### src/design/fpa_pkg.sv
// Shared types and constants of the fixed-point ALU.
// Holds the operation codes, the queued item layout and the divider sizing.
// Depends on nothing; every other file refers to it by scoped names.
package fpa_pkg;

  localparam int FRAC_BITS  = 8;
  localparam int DATA_W     = 32;
  localparam int QDEPTH     = 4;
  localparam int QPTR_W     = $clog2(QDEPTH);
  localparam int QCNT_W     = $clog2(QDEPTH + 1);
  localparam int DIV_NW     = DATA_W + FRAC_BITS;
  localparam int DIV_CNT_W  = $clog2(DIV_NW + 1);

  typedef logic signed [DATA_W-1:0] word_t;

  typedef enum logic [3:0] {
    OP_ADD      = 4'd0,
    OP_SUB      = 4'd1,
    OP_MUL      = 4'd2,
    OP_DIV      = 4'd3,
    OP_GT       = 4'd4,
    OP_LT       = 4'd5,
    OP_GE       = 4'd6,
    OP_LE       = 4'd7,
    OP_EQ       = 4'd8,
    OP_NE       = 4'd9,
    OP_MIN      = 4'd10,
    OP_MAX      = 4'd11,
    OP_INC      = 4'd12,
    OP_TO_INT   = 4'd13,
    OP_FROM_INT = 4'd14,
    OP_NONE     = 4'd15
  } op_t;

  // One classified item as it sits in the queue.
  typedef struct packed {
    op_t   op;
    word_t a;
    word_t b;
    logic  dz;       // divide with a zero divisor
    logic  use_div;  // divide that needs the iterative divider
  } item_t;

endpackage

### src/design/fpa_in_if.sv
// Input channel of the fixed-point ALU: valid/ready plus the operation and operands.
// Depends on fpa_pkg for the operand type.
interface fpa_in_if;
  logic              valid;
  logic              ready;
  logic [3:0]        kind;
  fpa_pkg::word_t    operand_a;
  fpa_pkg::word_t    operand_b;

  modport source (output valid, kind, operand_a, operand_b, input ready);
  modport sink   (input valid, kind, operand_a, operand_b, output ready);
endinterface

### src/design/fpa_out_if.sv
// Result channel of the fixed-point ALU: valid/ready plus the result and the flag.
// Depends on fpa_pkg for the result type.
interface fpa_out_if;
  logic              valid;
  logic              ready;
  fpa_pkg::word_t    result;
  logic              div_by_zero;

  modport source (output valid, result, div_by_zero, input ready);
  modport sink   (input valid, result, div_by_zero, output ready);
endinterface

### src/design/fpa_front.sv
// Front end of the fixed-point ALU: takes input transfers and classifies them.
// Depends on fpa_pkg and fpa_in_if; feeds fpa_queue.
module fpa_front (
  fpa_in_if.sink          in_ch,
  output logic            push_valid,
  input  logic            push_ready,
  output fpa_pkg::item_t  push_item
);

  fpa_pkg::op_t op;

  assign op = fpa_pkg::op_t'(in_ch.kind);

  always_comb begin
    push_item.op      = op;
    push_item.a       = in_ch.operand_a;
    push_item.b       = in_ch.operand_b;
    push_item.dz      = (op == fpa_pkg::OP_DIV) && (in_ch.operand_b == '0);
    push_item.use_div = (op == fpa_pkg::OP_DIV) && (in_ch.operand_b != '0);
  end

  assign push_valid  = in_ch.valid;
  assign in_ch.ready = push_ready;

endmodule

### src/design/fpa_queue.sv
// Short register queue between the front and back ends of the fixed-point ALU.
// Depends on fpa_pkg for the item layout and depth.
module fpa_queue (
  input  logic            clk,
  input  logic            rst_n,
  input  logic            push_valid,
  output logic            push_ready,
  input  fpa_pkg::item_t  push_item,
  output logic            pop_valid,
  input  logic            pop_ready,
  output fpa_pkg::item_t  pop_item
);

  fpa_pkg::item_t                 mem_r [fpa_pkg::QDEPTH];
  logic [fpa_pkg::QPTR_W-1:0]     wr_ptr_r, wr_ptr_nxt;
  logic [fpa_pkg::QPTR_W-1:0]     rd_ptr_r, rd_ptr_nxt;
  logic [fpa_pkg::QCNT_W-1:0]     count_r, count_nxt;
  logic                           do_push, do_pop;

  function automatic logic [fpa_pkg::QCNT_W-1:0] QCNT_INC(input logic v);
    QCNT_INC = {{(fpa_pkg::QCNT_W-1){1'b0}}, v};
  endfunction

  assign push_ready = (count_r != fpa_pkg::QCNT_W'(fpa_pkg::QDEPTH));
  assign pop_valid  = (count_r != '0);
  assign pop_item   = mem_r[rd_ptr_r];
  assign do_push    = push_valid && push_ready;
  assign do_pop     = pop_valid && pop_ready;

  always_comb begin
    wr_ptr_nxt = do_push ? wr_ptr_r + 1'b1 : wr_ptr_r;
    rd_ptr_nxt = do_pop  ? rd_ptr_r + 1'b1 : rd_ptr_r;
    count_nxt  = count_r + QCNT_INC(do_push) - QCNT_INC(do_pop);
  end

  always_ff @(posedge clk) begin
    if (!rst_n) begin
      wr_ptr_r <= '0;
      rd_ptr_r <= '0;
      count_r  <= '0;
    end else begin
      wr_ptr_r <= wr_ptr_nxt;
      rd_ptr_r <= rd_ptr_nxt;
      count_r  <= count_nxt;
    end
  end

  always_ff @(posedge clk) begin
    if (do_push) begin
      mem_r[wr_ptr_r] <= push_item;
    end
  end

endmodule

### src/design/fpa_div.sv
// Iterative restoring divider of the fixed-point ALU, one quotient bit per cycle.
// Divides |a| << FRAC_BITS by |b| and applies the sign; depends on fpa_pkg.
module fpa_div (
  input  logic            clk,
  input  logic            rst_n,
  input  logic            start,
  input  fpa_pkg::word_t  a,
  input  fpa_pkg::word_t  b,
  input  logic            ack,
  output logic            busy,
  output logic            done,
  output fpa_pkg::word_t  quot
);

  logic [fpa_pkg::DIV_NW-1:0]     num_r;
  logic [fpa_pkg::DATA_W-1:0]     den_r;
  logic [fpa_pkg::DATA_W-1:0]     rem_r;
  logic                           neg_r;
  logic [fpa_pkg::DIV_CNT_W-1:0]  cnt_r;
  logic                           busy_r, done_r;
  logic [fpa_pkg::DATA_W-1:0]     mag_a, mag_b;
  logic [fpa_pkg::DATA_W:0]       trial;
  logic                           qbit;
  logic [fpa_pkg::DATA_W-1:0]     q_low;

  assign mag_a = a[fpa_pkg::DATA_W-1] ? -a : a;
  assign mag_b = b[fpa_pkg::DATA_W-1] ? -b : b;
  assign trial = {rem_r, num_r[fpa_pkg::DIV_NW-1]};
  assign qbit  = (trial >= {1'b0, den_r});
  assign q_low = num_r[fpa_pkg::DATA_W-1:0];
  assign quot  = neg_r ? -q_low : q_low;
  assign busy  = busy_r;
  assign done  = done_r;

  always_ff @(posedge clk) begin
    if (!rst_n) begin
      busy_r <= 1'b0;
      done_r <= 1'b0;
      cnt_r  <= '0;
    end else if (start) begin
      busy_r <= 1'b1;
      done_r <= 1'b0;
      cnt_r  <= fpa_pkg::DIV_CNT_W'(fpa_pkg::DIV_NW);
    end else if (busy_r) begin
      cnt_r <= cnt_r - 1'b1;
      if (cnt_r == fpa_pkg::DIV_CNT_W'(1)) begin
        busy_r <= 1'b0;
        done_r <= 1'b1;
      end
    end else if (ack) begin
      done_r <= 1'b0;
    end
  end

  always_ff @(posedge clk) begin
    if (start) begin
      num_r <= fpa_pkg::DIV_NW'(mag_a) << fpa_pkg::FRAC_BITS;
      den_r <= mag_b;
      rem_r <= '0;
      neg_r <= a[fpa_pkg::DATA_W-1] ^ b[fpa_pkg::DATA_W-1];
    end else if (busy_r) begin
      rem_r <= qbit ? fpa_pkg::DATA_W'(trial - {1'b0, den_r})
                    : trial[fpa_pkg::DATA_W-1:0];
      num_r <= {num_r[fpa_pkg::DIV_NW-2:0], qbit};
    end
  end

endmodule

### src/design/fpa_back.sv
// Back end of the fixed-point ALU: operand stage with the multiplier, the divider
// and the output register. Depends on fpa_pkg, fpa_out_if and fpa_div.
module fpa_back (
  input  logic            clk,
  input  logic            rst_n,
  input  logic            head_valid,
  output logic            head_ready,
  input  fpa_pkg::item_t  head_item,
  fpa_out_if.source       out_ch
);

  logic                       s1_valid_r;
  fpa_pkg::item_t             s1_item_r;
  logic signed [63:0]         s1_prod_r;
  logic                       out_valid_r;
  fpa_pkg::word_t             out_result_r, out_result_nxt;
  logic                       out_dz_r;
  logic                       out_adv, s1_move, s1_load, s1_ready_ok;
  logic                       div_start, div_busy, div_done;
  fpa_pkg::word_t             div_quot;
  fpa_pkg::word_t             a, b;

  assign out_adv     = !out_valid_r || out_ch.ready;
  assign s1_ready_ok = !s1_item_r.use_div || div_done;
  assign s1_move     = s1_valid_r && s1_ready_ok && out_adv;
  assign head_ready  = !s1_valid_r || s1_move;
  assign s1_load     = head_valid && head_ready;
  assign div_start   = s1_load && head_item.use_div;

  fpa_div u_div (
    .clk   (clk),
    .rst_n (rst_n),
    .start (div_start),
    .a     (head_item.a),
    .b     (head_item.b),
    .ack   (s1_move),
    .busy  (div_busy),
    .done  (div_done),
    .quot  (div_quot)
  );

  assign a = s1_item_r.a;
  assign b = s1_item_r.b;

  always_comb begin
    unique case (s1_item_r.op)
      fpa_pkg::OP_ADD:      out_result_nxt = a + b;
      fpa_pkg::OP_SUB:      out_result_nxt = a - b;
      fpa_pkg::OP_MUL:      out_result_nxt = s1_prod_r[fpa_pkg::FRAC_BITS +: fpa_pkg::DATA_W];
      fpa_pkg::OP_DIV:      out_result_nxt = s1_item_r.dz ? '0 : div_quot;
      fpa_pkg::OP_GT:       out_result_nxt = {{(fpa_pkg::DATA_W-1){1'b0}}, a > b};
      fpa_pkg::OP_LT:       out_result_nxt = {{(fpa_pkg::DATA_W-1){1'b0}}, a < b};
      fpa_pkg::OP_GE:       out_result_nxt = {{(fpa_pkg::DATA_W-1){1'b0}}, a >= b};
      fpa_pkg::OP_LE:       out_result_nxt = {{(fpa_pkg::DATA_W-1){1'b0}}, a <= b};
      fpa_pkg::OP_EQ:       out_result_nxt = {{(fpa_pkg::DATA_W-1){1'b0}}, a == b};
      fpa_pkg::OP_NE:       out_result_nxt = {{(fpa_pkg::DATA_W-1){1'b0}}, a != b};
      fpa_pkg::OP_MIN:      out_result_nxt = (a < b) ? a : b;
      fpa_pkg::OP_MAX:      out_result_nxt = (a < b) ? b : a;
      fpa_pkg::OP_INC:      out_result_nxt = a + 1'b1;
      fpa_pkg::OP_TO_INT:   out_result_nxt = a >>> fpa_pkg::FRAC_BITS;
      fpa_pkg::OP_FROM_INT: out_result_nxt = a <<< fpa_pkg::FRAC_BITS;
      fpa_pkg::OP_NONE:     out_result_nxt = '0;
      default:              out_result_nxt = '0;
    endcase
  end

  always_ff @(posedge clk) begin
    if (!rst_n) begin
      s1_valid_r  <= 1'b0;
      out_valid_r <= 1'b0;
    end else begin
      if (head_ready) begin
        s1_valid_r <= head_valid;
      end
      if (out_adv) begin
        out_valid_r <= s1_move;
      end
    end
  end

  always_ff @(posedge clk) begin
    if (s1_load) begin
      s1_item_r <= head_item;
      s1_prod_r <= head_item.a * head_item.b;
    end
    if (s1_move) begin
      out_result_r <= out_result_nxt;
      out_dz_r     <= s1_item_r.dz;
    end
  end

  assign out_ch.valid       = out_valid_r;
  assign out_ch.result      = out_result_r;
  assign out_ch.div_by_zero = out_dz_r;

`ifndef ASSERT_OFF
  a_dz_zero: assert property (@(posedge clk) disable iff (!rst_n)
    out_valid_r && out_dz_r |-> out_result_r == '0)
    else $error("divide by zero result is not zero");

  a_div_idle: assert property (@(posedge clk) disable iff (!rst_n)
    div_start |-> !div_busy)
    else $error("divider started while busy");

  a_div_wait: assert property (@(posedge clk) disable iff (!rst_n)
    s1_valid_r && s1_item_r.use_div && !div_done |-> !s1_move)
    else $error("divide left operand stage before quotient was ready");
`endif

endmodule

### src/design/fixed_point_alu.sv
// Fixed-point ALU, signed 32-bit words with FRAC_BITS fraction bits.
// An input transfer reaches the result through the queue, the operand stage and
// the output register; a divide also waits in the operand stage for the divider.
// Throughput: one item per cycle unless the output stalls or a divide is running.
// Reset (synchronous, active low) empties the queue and drops every valid.
// Depends on fpa_pkg, both channel interfaces, fpa_front, fpa_queue and fpa_back.
module fixed_point_alu (
  input  logic       clk,
  input  logic       rst_n,
  fpa_in_if.sink     in_ch,
  fpa_out_if.source  out_ch
);

  // The front end decodes each transfer into an operation and flags a divide
  // by zero up front, so the back end never starts the divider for one.
  logic            push_valid, push_ready;
  fpa_pkg::item_t  push_item;

  // The queue decouples the two halves: input transfers keep landing while a
  // divide occupies the back end, until the queue fills.
  logic            pop_valid, pop_ready;
  fpa_pkg::item_t  pop_item;

  fpa_front u_front (
    .in_ch      (in_ch),
    .push_valid (push_valid),
    .push_ready (push_ready),
    .push_item  (push_item)
  );

  fpa_queue u_queue (
    .clk        (clk),
    .rst_n      (rst_n),
    .push_valid (push_valid),
    .push_ready (push_ready),
    .push_item  (push_item),
    .pop_valid  (pop_valid),
    .pop_ready  (pop_ready),
    .pop_item   (pop_item)
  );

  // The back end registers the operands together with the multiplier product,
  // then forms the result into an output register that releases on ready.
  fpa_back u_back (
    .clk        (clk),
    .rst_n      (rst_n),
    .head_valid (pop_valid),
    .head_ready (pop_ready),
    .head_item  (pop_item),
    .out_ch     (out_ch)
  );

endmodule

### src/flat_wrapper.sv
// flat-port wrapper written by rule: the top's interface ports become plain ports
module fixed_point_alu_flat 
  (clk, rst_n, in_ch_valid, in_ch_kind, in_ch_operand_a, in_ch_operand_b, in_ch_ready, out_ch_valid, out_ch_result, out_ch_div_by_zero, out_ch_ready);
  fpa_in_if in_ch_i ();
  fpa_out_if out_ch_i ();
  input  logic clk;
  input  logic rst_n;
  input wire logic [$bits(in_ch_i.valid)-1:0] in_ch_valid;
  input wire logic [$bits(in_ch_i.kind)-1:0] in_ch_kind;
  input wire logic [$bits(in_ch_i.operand_a)-1:0] in_ch_operand_a;
  input wire logic [$bits(in_ch_i.operand_b)-1:0] in_ch_operand_b;
  output wire logic [$bits(in_ch_i.ready)-1:0] in_ch_ready;
  output wire logic [$bits(out_ch_i.valid)-1:0] out_ch_valid;
  output wire logic [$bits(out_ch_i.result)-1:0] out_ch_result;
  output wire logic [$bits(out_ch_i.div_by_zero)-1:0] out_ch_div_by_zero;
  input wire logic [$bits(out_ch_i.ready)-1:0] out_ch_ready;
  assign in_ch_i.valid = in_ch_valid;
  assign in_ch_i.kind = in_ch_kind;
  assign in_ch_i.operand_a = in_ch_operand_a;
  assign in_ch_i.operand_b = in_ch_operand_b;
  assign in_ch_ready = in_ch_i.ready;
  assign out_ch_valid = out_ch_i.valid;
  assign out_ch_result = out_ch_i.result;
  assign out_ch_div_by_zero = out_ch_i.div_by_zero;
  assign out_ch_i.ready = out_ch_ready;
  fixed_point_alu u_core (.clk(clk), .rst_n(rst_n), .in_ch(in_ch_i), .out_ch(out_ch_i));
endmodule
### config.mk
export PLATFORM = sky130hd
export DESIGN_NAME = fixed_point_alu_flat
export DESIGN_NICKNAME = d
export VERILOG_FILES = /design/src/design/fpa_pkg.sv /design/src/design/fpa_in_if.sv /design/src/design/fpa_out_if.sv /design/src/design/fpa_front.sv /design/src/design/fpa_queue.sv /design/src/design/fpa_div.sv /design/src/design/fpa_back.sv /design/src/design/fixed_point_alu.sv /design/src/flat_wrapper.sv
export SDC_FILE = /design/constraint.sdc
export NUM_CORES = 2
export LEC_CHECK = 0
export BUFFER_PORTS_ARGS = -buffer_cell sky130_fd_sc_hd__clkbuf_2
export CORE_MARGIN = 4
export CORE_UTILIZATION = 45
export CTS_BUF_LIST = sky130_fd_sc_hd__clkbuf_8
export DETAILED_ROUTE_END_ITERATION = 7
export SYNTH_ARGS = -nofsm -noshare
export SYNTH_HDL_FRONTEND = slang
export SYNTH_SLANG_ARGS = --single-unit
### constraint.sdc
create_clock -name clk -period 11.9 [get_ports clk]
set_input_delay 2.38 -clock clk [delete_from_list [all_inputs] [get_ports clk]]
set_output_delay 2.38 -clock clk [all_outputs]
set_load 0.005 [all_outputs]
==> impl_metrics.toml <==
[outcome]
status = "completed"

[timing]
finalHoldViolCount = 0
worst_pin_slew_ns = 1.16
setup_viol = 0
maxSlewViolCount = 0
min_period_over_period_pct = 85.4
rsz0062_at_grt = "no"
hold_ws_ns = 0.483
fin_crit_ns = 10.16
fin_worst_skew_ns = 0.0605
fmax_ghz = 0.0984
tns_ns = 0
slew-limit-headroom_pct = 22.7
worst_slack_ns = 1.74

[clocking]
cts_num_sinks = 539
cts_resized = 0
htreeDepth = 3
cts_setup_buffers = 0
cts_root_buffer = "clkbuf_8"
clk_latency_ns = 0.79
clk_path_buf_depth = 3
numCtsBuffers = 93
tritoncts = "yes"
path_clk_slew_ns = 0.06
cts_hold_buf = 0

[logic_synthesis]
synth.distinct_cells = 89
synthArstFlopShare_pct = 0
yosysWarnings = 0
yosysSeqAreaShare_pct = 30.5
yosysTopAreaCell = "edfxtp_1"
ys_ff_latch = 539
synth-edff-count = 480
syn_inst = 5133
syn_area_per_cell_um2 = 9.96
synth_area_leaders = "edfxtp_1 28%, fa_1 25%, ha_1 6.4%, inv_1 6.0%, nor2_1 4.4%"
syn-cell-area_um2 = 51100
synth_top_area_share_pct = 28.2
yosys_most_used_dff = "edfxtp_1"
syn_nets = 6113

[floorplan]
io_pins = 107
core_area_um2 = 113000
fp.dieW_um = 345
initial_utilization_pct = 45.4
dieArea_um2 = 119000
die_h_um = 345
rows = 123

[worst_setup_path]
worstSetupStartpointType = "flip-flop"
worstSetupPathType = "flip-flop to flip-flop"
max_stage_delay_ns = 0.73
arrival_ns = 10.69
cpMaxStageDelayCell = "dfxtp_4"
crit_fanout = 40
crit_path_end_kind = "flip-flop"
required_ns = 12.42

[place]
dp_hpwl_mm = 121
io_buffers = 106
gp_congestion = 0.970
pre_cts_ws_ns = 1.80

[final_layout]
layout_commonest_cell = "inv_1"
area_growth_pct = 8.08
final_core_util_pct = 49.1
drive_gt1_share_pct = 9.29
fill_cells = 10400
final_nets = 6159
layout_common_cells = "841 x inv_1, 646 x fa_1, 596 x nor2_1"

[global_route]
overflow = 0
grt_pass1_vias = 39000
grt_max_degree = 81
grtUsageTotal_pct = 26.9
antenna_found_initial = 6
grt_pass1_wl_mm = 244

[route]
wl_per_cell_um = 23.8
via_per_inst = 5.65
final_antenna_net_count = 0
drtIter0Drc = 3428
num_vias = 38200
firstDrtPassIters = 6
drc = 0
wirelength_mm = 161

[hold_path]
hold_path.class = "flip-flop to flip-flop"

[job]
cap_violations = 0
==> area by class of cell <==
cell class              instances  area [um2]  area share (%)
well taps                    1500        1880            3.40
clock buffers                  95        1310            2.37
diodes                          9        22.5          0.0407
clock inverters                73         470           0.851
multi-input cells            3500       31500            57.0
repair buffers                209        1330            2.40
inverters                     836        3140            5.68
flip-flops and latches        539       15600            28.2
==> routing by layer <==
| metal | vias to the layer above | wire length, um | global-route usage, % | part of all wire, % |
|---|---|---|---|---|
| met4 | 2 | 7540 | 11.1 | 4.7 |
| met3 | 392 | 15600 | 6.37 | 9.7 |
| li1 | 16900 | - | - | - |
| met1 | 19000 | 65800 | 36.3 | 41 |
| met2 | 1888 | 71800 | 42.1 | 45 |
| met5 | - | 13 | 0 | 0.0081 |
==> cell families (layout without fill, tap and decap cells) <==
group	after synthesis	in the layout	share of synthesized area, %
other cells	0	9	0
flops	539	539	30.5
compound gates	710	710	8.97
simple gates	1461	1461	12.5
buf+inv	1094	1213	8.18
mux	177	177	4.00
xor+xnor	244	244	4.21
fa+ha+maj	908	908	31.7
==> worst paths after layout <==
| path | to | from | cells after the start | slack (ns) |
|---|---|---|---|---|
| max | u_core.u_back.s1_prod_r[36]$_DFFE_PP_ | flip-flop | 34 | 1.74 |
| min | u_core.u_back.u_div.rem_r[30]$_SDFFE_PP0P_ | u_core.u_back.u_div.rem_r[30]$_SDFFE_PP0P_ | 2 | 0.48 |
| min reg2reg | u_core.u_back.u_div.rem_r[30]$_SDFFE_PP0P_ | u_core.u_back.u_div.rem_r[30]$_SDFFE_PP0P_ | 2 | 0.48 |
| max reg2reg | u_core.u_back.s1_prod_r[36]$_DFFE_PP_ | flip-flop | 34 | 1.74 |
==> metrics by stage <==
| step | instance area, um2 | cells |
|---|---|---|
| final | 55300 | 6761 |
| after global routing | 55300 | 6756 |
| after CTS | 55300 | 6752 |
| after detailed placement | 53500 | 6584 |
| after global placement | 53500 | 6584 |
| after floorplan | 51100 | 5133 |
==> critical path, delay by kind of cell (launching register included) <==
family	cells	cell delay, ns
buf+inv	10	1.77
compound gates	10	2.03
mux	2	0.49
flops	1	0.73
fa+ha+maj	9	4.24
simple gates	3	0.60
==> synthesized netlist by cell type, types with 32 or more instances <==
master	n
nor2_1	596
nand2_1	504
mux2_2	59
a21o_1	38
nand3_1	74
fa_1	646
clkbuf_1	205
a21oi_1	170
edfxtp_1	480
inv_1	821
and2_1	48
a221oi_1	32
o21ai_0	173
ha_1	262
dfxtp_1	59
xnor2_1	178
mux2i_1	100
xor2_1	65
nor3_1	56
==> registers in the layout, indices dropped and copies added (netlist names), named ones only <==
signal and flops:
u_core.u_back.out_ch.div_by_zero 1, u_core.u_queue.mem_r 280, u_core.u_back.u_div.num_r 40, u_core.u_back.a 32, u_core.u_back.s1_prod_r 32, u_core.u_back.u_div.cnt_r 6
u_core.u_back.u_div.neg_r 1, u_core.u_back.out_ch.valid 1, u_core.u_back.u_div.rem_r 32, u_core.u_back.u_div.done 1, u_core.u_back.b 32, u_core.u_queue.wr_ptr_r 2
u_core.u_back.u_div.den_r 32, u_core.u_queue.rd_ptr_r 2, u_core.u_queue.count_r 3, u_core.u_back.u_div.busy 1, u_core.u_back.s1_item_r 6, u_core.u_back.s1_valid_r 1
u_core.u_back.out_ch.result 32
Power is not shown: default switching activity piles up to over one toggle a cycle in this logic, so the estimate is an artifact.
